[src/sv/slep_pkg.sv]
package slep_pkg;

   // Default ring depth in bytes
   localparam int POOL_DEPTH_DEFAULT = 128;

   // Opcode values of the request beat
   localparam logic OP_FEED = 1'b0;
   localparam logic OP_READ = 1'b1;

   // Bits kept from each axis, bits in one packed group
   localparam int AXIS_BITS  = 2;
   localparam int GROUP_BITS = 3 * AXIS_BITS;

   // Command passed from the packer to the pool side
   typedef struct packed {
      logic       is_read;
      logic [7:0] data;
   } cmd_type;

endpackage

[src/sv/slep_ram.sv]
module slep_ram #(
   parameter int WIDTH = 8,
   parameter int DEPTH = 128
) (
   input  logic                     clock,
   input  logic                     wr_en,
   input  logic [$clog2(DEPTH)-1:0] wr_addr,
   input  logic [WIDTH-1:0]         wr_data,
   input  logic                     rd_en,
   input  logic [$clog2(DEPTH)-1:0] rd_addr,
   output logic [WIDTH-1:0]         rd_data
);

   logic [WIDTH-1:0] mem_ff [DEPTH];
   logic [WIDTH-1:0] rd_data_ff;

   // Single write port, registered read port that holds when not enabled
   always_ff @(posedge clock) begin
      if (wr_en) begin
         mem_ff[wr_addr] <= wr_data;
      end
      if (rd_en) begin
         rd_data_ff <= mem_ff[rd_addr];
      end
   end

   assign rd_data = rd_data_ff;

endmodule

[src/sv/slep_front.sv]
module slep_front (
   input  logic               clock,
   input  logic               reset,
   input  logic               req_valid,
   output logic               req_ready,
   input  logic               req_opcode,
   input  logic               req_burst_start,
   input  logic signed [15:0] req_accel_x,
   input  logic signed [15:0] req_accel_y,
   input  logic signed [15:0] req_accel_z,
   input  logic               q_full,
   output logic               q_push,
   output slep_pkg::cmd_type  q_cmd
);

   import slep_pkg::*;

   logic [7:0]            partial_ff, partial_in;
   logic [2:0]            offset_ff, offset_in;
   logic [7:0]            base_partial;
   logic [2:0]            base_offset;
   logic [GROUP_BITS-1:0] group;
   logic [13:0]           word;
   logic                  byte_done;
   logic                  accept;

   assign req_ready = !q_full;
   assign accept    = req_valid && req_ready;

   // Pack the low axis bits, x highest, LSB-first into the partial byte
   always_comb begin
      group        = {req_accel_x[1:0], req_accel_y[1:0], req_accel_z[1:0]};
      base_partial = req_burst_start ? 8'd0 : partial_ff;
      base_offset  = req_burst_start ? 3'd0 : offset_ff;
      word         = {6'd0, base_partial} | ({8'd0, group} << base_offset);
      byte_done    = (base_offset >= 3'd2);
      if (byte_done) begin
         partial_in = {2'd0, word[13:8]};
         offset_in  = base_offset - 3'd2;
      end else begin
         partial_in = word[7:0];
         offset_in  = base_offset + 3'd6;
      end
   end

   // Reads always go to the pool side; feeds only when a byte completes
   always_comb begin
      q_cmd.is_read = (req_opcode == OP_READ);
      q_cmd.data    = word[7:0];
      q_push        = accept && ((req_opcode == OP_READ) || byte_done);
   end

   always_ff @(posedge clock) begin
      if (reset) begin
         partial_ff <= 8'd0;
         offset_ff  <= 3'd0;
      end else if (accept && (req_opcode == OP_FEED)) begin
         partial_ff <= partial_in;
         offset_ff  <= offset_in;
      end
   end

endmodule

[src/sv/slep_cmd_queue.sv]
module slep_cmd_queue (
   input  logic              clock,
   input  logic              reset,
   input  logic              push,
   input  slep_pkg::cmd_type push_cmd,
   output logic              full,
   input  logic              pop,
   output logic              head_valid,
   output slep_pkg::cmd_type head_cmd
);

   import slep_pkg::*;

   cmd_type    slot_ff [2];
   logic       wr_sel_ff, rd_sel_ff;
   logic [1:0] count_ff;

   assign full       = (count_ff == 2'd2);
   assign head_valid = (count_ff != 2'd0);
   assign head_cmd   = slot_ff[rd_sel_ff];

   // Entry storage, no reset needed
   always_ff @(posedge clock) begin
      if (push) begin
         slot_ff[wr_sel_ff] <= push_cmd;
      end
   end

   // Two-entry ring control
   always_ff @(posedge clock) begin
      if (reset) begin
         wr_sel_ff <= 1'b0;
         rd_sel_ff <= 1'b0;
         count_ff  <= 2'd0;
      end else begin
         if (push) begin
            wr_sel_ff <= !wr_sel_ff;
         end
         if (pop) begin
            rd_sel_ff <= !rd_sel_ff;
         end
         case ({push, pop})
            2'b10:   count_ff <= count_ff + 2'd1;
            2'b01:   count_ff <= count_ff - 2'd1;
            default: count_ff <= count_ff;
         endcase
      end
   end

endmodule

[src/sv/slep_back.sv]
module slep_back #(
   parameter int POOL_DEPTH = slep_pkg::POOL_DEPTH_DEFAULT
) (
   input  logic              clock,
   input  logic              reset,
   input  logic              q_valid,
   input  slep_pkg::cmd_type q_cmd,
   output logic              q_pop,
   output logic              rsp_valid,
   input  logic              rsp_ready,
   output logic [7:0]        rsp_random_byte,
   output logic              rsp_byte_valid,
   output logic [7:0]        rsp_pool_level
);

   import slep_pkg::*;

   localparam int PTR_W = $clog2(POOL_DEPTH);
   localparam int CNT_W = $clog2(POOL_DEPTH + 1);

   logic [PTR_W-1:0] rd_ptr_ff, rd_ptr_in;
   logic [PTR_W-1:0] wr_ptr_ff, wr_ptr_in;
   logic [CNT_W-1:0] fill_ff, fill_in;
   logic             rsp_valid_ff, rsp_valid_in;
   logic             byte_valid_ff, byte_valid_in;
   logic [7:0]       level_ff, level_in;
   logic [CNT_W+7:0] level_ext;
   logic             out_free;
   logic             do_push, do_read, pool_full, pool_empty;
   logic [7:0]       ram_rd_data;
   logic [PTR_W-1:0] rd_ptr_next, wr_ptr_next;

   // Output slot is free when empty or its beat leaves this cycle
   assign out_free   = !rsp_valid_ff || rsp_ready;
   assign q_pop      = q_valid && (!q_cmd.is_read || out_free);
   assign do_push    = q_pop && !q_cmd.is_read;
   assign pool_full  = (fill_ff == CNT_W'(POOL_DEPTH));
   assign pool_empty = (fill_ff == '0);
   assign do_read    = q_pop && q_cmd.is_read && !pool_empty;

   assign rd_ptr_next = (rd_ptr_ff == PTR_W'(POOL_DEPTH - 1)) ? '0 : rd_ptr_ff + 1'b1;
   assign wr_ptr_next = (wr_ptr_ff == PTR_W'(POOL_DEPTH - 1)) ? '0 : wr_ptr_ff + 1'b1;

   slep_ram #(
      .WIDTH (8),
      .DEPTH (POOL_DEPTH)
   ) u_ram (
      .clock   (clock),
      .wr_en   (do_push),
      .wr_addr (wr_ptr_ff),
      .wr_data (q_cmd.data),
      .rd_en   (do_read),
      .rd_addr (rd_ptr_ff),
      .rd_data (ram_rd_data)
   );

   // Ring pointers, fill count and response slot
   always_comb begin
      rd_ptr_in     = rd_ptr_ff;
      wr_ptr_in     = wr_ptr_ff;
      fill_in       = fill_ff;
      rsp_valid_in  = rsp_valid_ff && !rsp_ready;
      byte_valid_in = byte_valid_ff;
      level_in      = level_ff;
      if (do_push) begin
         wr_ptr_in = wr_ptr_next;
         if (pool_full) begin
            // overwrite the oldest byte
            rd_ptr_in = rd_ptr_next;
         end else begin
            fill_in = fill_ff + 1'b1;
         end
      end
      level_ext = {8'd0, fill_ff - 1'b1};
      if (q_pop && q_cmd.is_read) begin
         rsp_valid_in = 1'b1;
         if (pool_empty) begin
            byte_valid_in = 1'b0;
            level_in      = 8'd0;
         end else begin
            byte_valid_in = 1'b1;
            level_in      = level_ext[7:0];
            rd_ptr_in     = rd_ptr_next;
            fill_in       = fill_ff - 1'b1;
         end
      end
   end

   always_ff @(posedge clock) begin
      if (reset) begin
         rd_ptr_ff     <= '0;
         wr_ptr_ff     <= '0;
         fill_ff       <= '0;
         rsp_valid_ff  <= 1'b0;
         byte_valid_ff <= 1'b0;
         level_ff      <= 8'd0;
      end else begin
         rd_ptr_ff     <= rd_ptr_in;
         wr_ptr_ff     <= wr_ptr_in;
         fill_ff       <= fill_in;
         rsp_valid_ff  <= rsp_valid_in;
         byte_valid_ff <= byte_valid_in;
         level_ff      <= level_in;
      end
   end

   // RAM read register holds while the beat waits
   assign rsp_valid       = rsp_valid_ff;
   assign rsp_byte_valid  = byte_valid_ff;
   assign rsp_pool_level  = level_ff;
   assign rsp_random_byte = byte_valid_ff ? ram_rd_data : 8'd0;

endmodule

[src/sv/sensor_lsb_entropy_pool.sv]
// Entropy pool fed from 3-axis accelerometer samples.
// Request channel (req_*): opcode feed packs the two low bits of x, y and z
// into a 6-bit group, LSB-first into bytes; each full byte goes into a ring
// of POOL_DEPTH bytes, overwriting the oldest when full. burst_start clears
// the partial byte first. Opcode read pops the oldest byte.
// Response channel (rsp_*): one beat per read, none per feed. An empty pool
// answers byte_valid = 0, random_byte = 0, pool_level = 0.
// Path: a read beat passes the combinational packer, the two-entry
// command queue, then the pool RAM read port into the response register.
// Throughput: one request beat per cycle while req_ready is high, set by the
// single RAM port pair: one write or one read issued per cycle on the pool side.
// Reset clears the packer, pointers, fill count and the response slot; the
// pool RAM itself is not cleared and needs no sweep.
// When the receiver stalls, a waiting read holds the queue head and commands
// behind it wait too; feeds that finish no byte are still taken, and
// req_ready drops once the queue holds two commands.
module sensor_lsb_entropy_pool #(
   parameter int POOL_DEPTH = slep_pkg::POOL_DEPTH_DEFAULT
) (
   input  logic               clock,
   input  logic               reset,
   input  logic               req_valid,
   output logic               req_ready,
   input  logic               req_opcode,
   input  logic               req_burst_start,
   input  logic signed [15:0] req_accel_x,
   input  logic signed [15:0] req_accel_y,
   input  logic signed [15:0] req_accel_z,
   output logic               rsp_valid,
   input  logic               rsp_ready,
   output logic [7:0]         rsp_random_byte,
   output logic               rsp_byte_valid,
   output logic [7:0]         rsp_pool_level
);

   import slep_pkg::*;

   logic    q_full, q_push, q_pop, q_valid;
   cmd_type push_cmd, head_cmd;

   slep_front u_front (
      .clock           (clock),
      .reset           (reset),
      .req_valid       (req_valid),
      .req_ready       (req_ready),
      .req_opcode      (req_opcode),
      .req_burst_start (req_burst_start),
      .req_accel_x     (req_accel_x),
      .req_accel_y     (req_accel_y),
      .req_accel_z     (req_accel_z),
      .q_full          (q_full),
      .q_push          (q_push),
      .q_cmd           (push_cmd)
   );

   slep_cmd_queue u_queue (
      .clock      (clock),
      .reset      (reset),
      .push       (q_push),
      .push_cmd   (push_cmd),
      .full       (q_full),
      .pop        (q_pop),
      .head_valid (q_valid),
      .head_cmd   (head_cmd)
   );

   slep_back #(
      .POOL_DEPTH (POOL_DEPTH)
   ) u_back (
      .clock           (clock),
      .reset           (reset),
      .q_valid         (q_valid),
      .q_cmd           (head_cmd),
      .q_pop           (q_pop),
      .rsp_valid       (rsp_valid),
      .rsp_ready       (rsp_ready),
      .rsp_random_byte (rsp_random_byte),
      .rsp_byte_valid  (rsp_byte_valid),
      .rsp_pool_level  (rsp_pool_level)
   );

endmodule

[config.mk]
export PLATFORM = sky130hd
export DESIGN_NAME = sensor_lsb_entropy_pool
export DESIGN_NICKNAME = d
export VERILOG_FILES = /design/src/sv/slep_pkg.sv /design/src/sv/slep_ram.sv /design/src/sv/slep_front.sv /design/src/sv/slep_cmd_queue.sv /design/src/sv/slep_back.sv /design/src/sv/sensor_lsb_entropy_pool.sv
export SDC_FILE = /design/constraint.sdc
export NUM_CORES = 1
export LEC_CHECK = 0
export ABC_AREA = 1
export ABC_CLOCK_PERIOD_IN_PS = 5500
export BUFFER_PORTS_ARGS = -buffer_cell sky130_fd_sc_hd__buf_2
export CAP_MARGIN = 20
export CORE_MARGIN = 3
export CORE_UTILIZATION = 60
export CTS_CLUSTER_DIAMETER = 40
export DETAILED_ROUTE_END_ITERATION = 6
export PLACE_DENSITY = 0.77
export SYNTH_ARGS = -nofsm -noshare
export SYNTH_HDL_FRONTEND = slang
export SYNTH_HIERARCHICAL = 1
export SYNTH_SLANG_ARGS = --single-unit
[constraint.sdc]
create_clock -name clock -period 5.5 [get_ports clock]
set_input_delay 1.65 -clock clock [delete_from_list [all_inputs] [get_ports clock]]
set_output_delay 1.65 -clock clock [all_outputs]
set_load 0.01 [all_outputs]
==> results.py, run 1 <==
metrics = {
    "outcome": {
        "status": "completed",
    },
    "die": {
        "num_rows": 100,
        "die_h_um": 282,
        "start_util_pct": 60.9,
        "die_w_um": 282,
        "core_area_um2": 74900,
        "pin_count": 73,
        "die-area_um2": 79400,
    },
    "routing": {
        "route.detailed.drc": 0,
        "drt-initial-drc-count": 4237,
        "via_per_inst": 6.14,
        "num_vias": 31098,
        "routed_wl_um": 111000,
        "antenna_left": 0,
        "dr.pass1.iters": 5,
        "wire_per_inst_um": 22.0,
    },
    "job": {
        "cap_violations": 0,
    },
    "logic_synthesis": {
        "synth_top_family_by_area": "simple AND/OR/NAND/NOR gates",
        "synth_mux_area_share_pct": 0.296,
        "ys_seq_area_share_pct": 71.2,
        "synth_fp_nets": 4094,
        "yosysUniqueCellTypes": 37,
        "synth.most_common_cell": "nand2_1",
        "syn_area_um2": 45700,
        "synthXorXnorAreaFrac_pct": 0.115,
        "synthFlopType": "edfxtp_1",
        "synth_top_cell_by_area": "edfxtp_1",
        "synth_compound_area_share_pct": 0.644,
        "ys_ff_latch": 1098,
        "ys.warnings.count": 6,
        "netlist_top_cells_count": "nand2_1 (1342), edfxtp_1 (1050), nand3_1 (982), nor2_1 (174), buf_2 (123)",
        "syn_area_per_cell_um2": 11.3,
        "synthTopCellsByArea": "edfxtp_1 (69%), nand2_1 (11%), nand3_1 (11%)",
        "yosys.area_share.simple_pct": 23.8,
        "synth_edf_count": 1050,
        "synth_top_area_share_pct": 69.1,
        "synthCells": 4034,
        "ys_async_sr_fraction_pct": 0,
        "yosys.area_share.adder_pct": 0.164,
    },
    "sta": {
        "worst_slew_pin_slew_ns": 1.32,
        "finalSetupViolCount": 0,
        "min_period_ns": 3.67,
        "max_freq_ghz": 0.273,
        "drv_slew": 0,
        "hold_viol_final": 0,
        "slew_headroom_pct": 12.0,
        "skew_ns": 0.0246,
        "layout_worst_path_cycle_share_pct": 66.7,
        "rsz0062_at_grt": "false",
        "totalNegativeSetupSlack_ns": 0,
    },
    "setup_path": {
        "cp_data_arrival_time_ns": 4.23,
        "critPathMaxStageDelay_ns": 0.76,
        "cp_num_buf_inv": 2,
        "slowest_stage": "buf_4",
        "end_kind": "flop",
        "crit_fanout": 75,
        "crit_type": "flop to flop",
        "path_cells": "buf_4 > buf_4 > nand2_1 > nand3_1 > nand3_1 > nand3_1 > nand2_1 > nand2_1 > nand3_1 > nand2_1 > nand2_1 > nand2_1",
        "worst_ep_required_time_ns": 6.06,
        "start_kind": "flop",
        "critPathMostFrequentCell": "nand2_1",
        "cp_top_family": "buffers and inverters",
    },
    "clocking": {
        "postCtsResizedCells": 0,
        "cts_buffer_depth": 3,
        "cts_setup_buffers": 0,
        "hold_buffers": 0,
        "cts_root_buffer": "clkbuf_16",
        "cts_tree": "done",
        "clk_pin_slew_ns": 0.05,
        "cts.sinks": 1098,
        "cts_made_buffers": 133,
        "htreeDepth": 4,
        "clk_latency_ns": 0.71,
    },
    "grt": {
        "grt_pass1_wl_um": 169000,
        "grt_use_total_pct": 28.0,
        "grt_max_degree": 265,
        "grt-ovfl-total": 0,
        "grt_pass1_vias": 29303,
        "antenna_found_initial": 0,
    },
    "layout": {
        "layout-drive-gt1-share_pct": 7.52,
        "final_util_pct": 67.1,
        "area_delta_synth_final_pct": 10.1,
        "nets": 4052,
    },
    "placed_design": {
        "io_buffers": 30,
        "dp_hpwl_um": 59700,
        "gp_congestion": 0.940,
    },
    "hold_path": {
        "hp-class": "flop to flop",
    },
    "power": {
        "leakagePower_nw": 18.0,
        "peakVddDrop_mv": 0.496,
        "pwr_density_cell_nw_per_um2": 489,
    },
}
## worst paths after layout
check	from	depth (start not counted)	endpoint	slack (ns)
hold reg to reg	u_back/rsp_pool_level[4]	2	u_back/rsp_pool_level[4]	0.46
hold / removal	u_back/rsp_pool_level[4]	2	u_back/rsp_pool_level[4]	0.46
setup reg to reg	u_back/rd_ptr_ff[0]	12	u_back/u_ram/rd_data[5]	1.83
setup / recovery	u_back/rd_ptr_ff[0]	12	u_back/u_ram/rd_data[5]	1.83
## layout by cell type (no fill, tap or decap), drive strengths merged, types with 4 or more instances in the layout
cell      instances
clkinvlp         10
mux2              9
inv              92
nor2            180
dfxtp            48
nor3             12
ha                6
bufinv            9
xor2              5
o21ai            13
nand2          1350
buf              65
clkinv           46
edfxtp         1050
nand4             4
a21oi            36
nand3           987
clkbuf          166
## per-stage QoR
stage / worst slack (ns) / instances / hold slack, ns / cell area (um^2) / power [mW]
finish: 1.83 / 5066 / 0.465 / 50300 / 24.6
global route: 1.71 / 5065 / 0.479 / 50300 / 25.5
CTS: 1.87 / 5065 / 0.466 / 50300 / 24.6
detailed placement: 1.67 / 4826 / 0.457 / 46000 / 16.1
global placement: 1.72 / 4826 / 0.451 / 46000 / 16.0
floorplan: 2.19 / 4034 / 0.437 / 45700 / 14.5
## state kept, by name, indices dropped and copies added, names as in the netlist, named ones only
register / count
u_front/partial_ff: 8
u_back/fill_ff: 8
u_queue/count_ff: 2
u_back/u_ram/mem_ff: 1024
u_back/rsp_byte_valid: 1
u_back/rsp_valid: 1
u_back/rd_ptr_ff: 7
u_back/wr_ptr_ff: 7
u_back/u_ram/rd_data: 8
u_queue/rd_sel_ff: 1
u_queue/wr_sel_ff: 1
u_queue/slot_ff: 18
u_front/offset_ff: 3
u_back/rsp_pool_level: 8
## tightest hold or removal path, stage by stage (launching register included)
cell	delay (ns)
dfxtp_1	0.31
nand2_1	0.06
a21oi_1	0.05
## logic make-up after synthesis
group                    count (synthesis)
adder cells (fa/ha/maj)                  6
multiplexers                             9
buffers and inverters                  326
AO/OA/AOI/OAI                           55
XOR/XNOR                                 6
flip-flops                            1098
AND/OR/NAND/NOR                       2534
## final cells by class
class / count / area (um^2)
Antenna cell: 1 / 2.50
Sequential cell: 1098 / 32500
Clock inverter: 73 / 677
Multi-Input combinational cell: 2610 / 11400
Inverter: 84 / 347
Fill cell: 5039 / 24700
Clock buffer: 166 / 3620
Tap cell: 969 / 1210
Timing Repair Buffer: 65 / 463
## power by group
part	internal (mW)	total, mW	leakage (nW)	switching [mW]
logic	1.46	5.95	6.05	4.50
clock network	5.12	8.44	2.08	3.32
registers	10.0	10.2	9.84	0.200
## per-layer routing
layer / wire length, um / GRT usage (%) / up-vias
met5: 0 / 0 / -
met4: 4840 / 13.3 / 0
met3: 12200 / 5.88 / 312
met2: 52300 / 43.2 / 1883
met1: 42100 / 38.5 / 14875
li1: - / - / 14028
No activity file was read; power rests on OpenSTA's default activity.
==> run 2: changes to the inputs <==
- ABC_AREA: 1 -> 0
- ABC_CLOCK_PERIOD_IN_PS: 5500 -> 3200
- CORE_UTILIZATION: 60 -> 56
- PLACE_DENSITY: 0.77 -> 0.75
- clock period: 5.5 -> 3.2 ns (I/O delays scaled with it)
==> results.py, run 2 <==
metrics = {
    "outcome": {
        "status": "completed",
    },
    "setup_path": {
        "cp_num_buf_inv": 2,
        "critPathMostFrequentCell": "mux4_2",
        "start_kind": "flop",
        "critPathMaxStageDelay_ns": 0.58,
        "cp_top_family": "multiplexers",
        "path_cells": "buf_12 > buf_4 > mux4_2 > mux4_2 > mux4_2 > mux2_2",
        "crit_fanout": 17,
        "end_kind": "flop",
        "slowest_stage": "mux4_2",
        "worst_ep_required_time_ns": 3.64,
        "crit_type": "flop to flop",
        "cp_data_arrival_time_ns": 3.58,
    },
    "routing": {
        "num_vias": 21994,
        "route.detailed.drc": 0,
        "dr.pass1.iters": 6,
        "routed_wl_um": 99000,
        "wire_per_inst_um": 28.9,
        "via_per_inst": 6.42,
        "antenna_left": 0,
        "drt-initial-drc-count": 2918,
    },
    "clocking": {
        "htreeDepth": 4,
        "cts_setup_buffers": 0,
        "cts_made_buffers": 132,
        "clk_latency_ns": 0.71,
        "clk_pin_slew_ns": 0.05,
        "cts_buffer_depth": 3,
        "cts_tree": "done",
        "cts_root_buffer": "clkbuf_16",
        "postCtsResizedCells": 0,
        "hold_buffers": 0,
        "cts.sinks": 1098,
    },
    "hold_path": {
        "hp-class": "flop to flop",
    },
    "layout": {
        "top_register": "u_back/u_ram/mem_ff",
        "final_cell_mix": "edfxtp_1 (1050), mux4_2 (337), buf_4 (190)",
        "largest_reg_flops": 1024,
        "design_area_um2": 50700,
        "reg_top3": "u_back/u_ram/mem_ff (1024), u_queue/slot_ff (18)",
        "final_common_cell": "edfxtp_1",
        "area_delta_synth_final_pct": 16.8,
        "layout-drive-gt1-share_pct": 33.8,
        "nets": 2358,
    },
    "grt": {
        "grt_use_total_pct": 25.1,
        "grt_max_degree": 95,
        "antenna_found_initial": 3,
        "grt_pass1_vias": 22451,
        "grt_pass1_wl_um": 148000,
        "grt-ovfl-total": 0,
    },
    "sta": {
        "rsz0062_at_grt": "false",
        "hold_viol_final": 0,
        "drv_slew": 0,
        "finalSetupViolCount": 0,
        "max_freq_ghz": 0.319,
        "worst_slew_pin_slew_ns": 1.13,
        "totalNegativeSetupSlack_ns": 0,
        "slew_headroom_pct": 24.9,
        "layout_worst_path_cycle_share_pct": 97.9,
        "skew_ns": 0.0304,
        "min_period_ns": 3.13,
        "hold_ws_ns": 0.454,
        "layout_setup_ws_ns": 0.0674,
    },
    "die": {
        "pin_count": 73,
        "core_area_um2": 76300,
        "die-area_um2": 80900,
        "num_rows": 101,
        "die_w_um": 284,
        "start_util_pct": 56.9,
        "die_h_um": 284,
    },
    "logic_synthesis": {
        "synth_fp_nets": 2098,
        "ys_async_sr_fraction_pct": 0,
        "synthTopCellsByArea": "edfxtp_1 (73%), mux4_2 (17%), dfxtp_1 (2.2%)",
        "ys_ff_latch": 1098,
        "synth.most_common_cell": "edfxtp_1",
        "syn_area_um2": 43400,
        "netlist_top_cells_count": "edfxtp_1 (1050), mux4_2 (337), nor2_1 (152), clkbuf_1 (61), dfxtp_1 (48)",
        "synth_top_area_share_pct": 72.6,
        "ys.warnings.count": 6,
        "yosysUniqueCellTypes": 74,
        "syn_area_per_cell_um2": 21.3,
        "ys_seq_area_share_pct": 74.9,
        "synth_edf_count": 1050,
        "synthFlopType": "edfxtp_1",
        "synthCells": 2038,
        "synth_top_cell_by_area": "edfxtp_1",
    },
    "power": {
        "pwr_density_cell_nw_per_um2": 785,
        "peakVddDrop_mv": 0.627,
        "comb_power_share_pct": 18.2,
        "power.internal_mw": 29.5,
        "clkPwrFrac_pct": 37.3,
        "seq_power_share_pct": 44.4,
        "switching_power_mw": 10.3,
        "switching_share_pct": 25.8,
        "leakagePower_nw": 15.8,
    },
    "placed_design": {
        "gp_congestion": 0.860,
        "place_area_um2": 46200,
        "io_buffers": 30,
        "dp_hpwl_um": 58800,
        "post-place-ws_ns": 0.124,
    },
    "job": {
        "cap_violations": 0,
    },
}
## run 2: logic make-up after synthesis
logic type	after synthesis	share of synthesized area, %
flops	1098	74.9
mux	366	18.2
simple gates	318	3.44
buf+inv	138	1.45
compound gates	99	1.60
xor+xnor	13	0.262
fa+ha+maj	6	0.173
## run 2: stage by stage
step | std cells | util (%) | total power [mW]
3_5_place_dp | 3192 | 60.6 | 25.2
3_3_place_gp | 3192 | 60.6 | 24.9
2_1_floorplan | 2038 | - | 22.5
6_report | 3428 | 66.4 | 39.8
4_1_cts | 3425 | 66.3 | 40.1
5_1_grt | 3427 | 66.4 | 41.1
## run 2: power groups by stage
stage	registers (mW)	clock network, mW	logic, mW
floorplan	17.9	0	4.59
global placement	18.0	0	6.91
detailed placement	18.0	0	7.19
CTS	17.7	15.1	7.29
global route	17.7	15.7	7.74
finish	17.7	14.9	7.26
## run 2: tightest hold or removal path, delay by kind of cell (launching register included)
family | cells | cell delay, ns
simple gates | 1 | 0.05
flops | 1 | 0.30
compound gates | 1 | 0.06
## run 2: path summary, 6_finish.rpt
kind | start | end | slack (ns) | cells past startpoint
hold / removal | u_back/rsp_pool_level[7] | u_back/rsp_pool_level[7] | 0.45 | 2
setup reg to reg | u_back/rd_ptr_ff[0] | u_back/u_ram/rd_data[5] | 0.07 | 6
setup / recovery | u_back/rd_ptr_ff[0] | u_back/u_ram/rd_data[5] | 0.07 | 6
hold reg to reg | u_back/rsp_pool_level[7] | u_back/rsp_pool_level[7] | 0.45 | 2
## run 2: area by class of cell
| class | count | area, um^2 |
|---|---|---|
| timing repair buffer | 246 | 2100 |
| inverter | 18 | 67.6 |
| clock inverter | 71 | 831 |
| multi-input combinational | 802 | 10300 |
| fill | 4695 | 25600 |
| clock buffer | 162 | 3560 |
| antenna | 1 | 2.50 |
| sequential | 1098 | 32500 |
| tap | 1030 | 1290 |
## run 2: metal layers
metal	share of wire [%]	global-route usage, %
met3	9.0	4.60
met2	50	40.7
met4	2.9	8.35
met1	38	35.0
met5	0.017	0
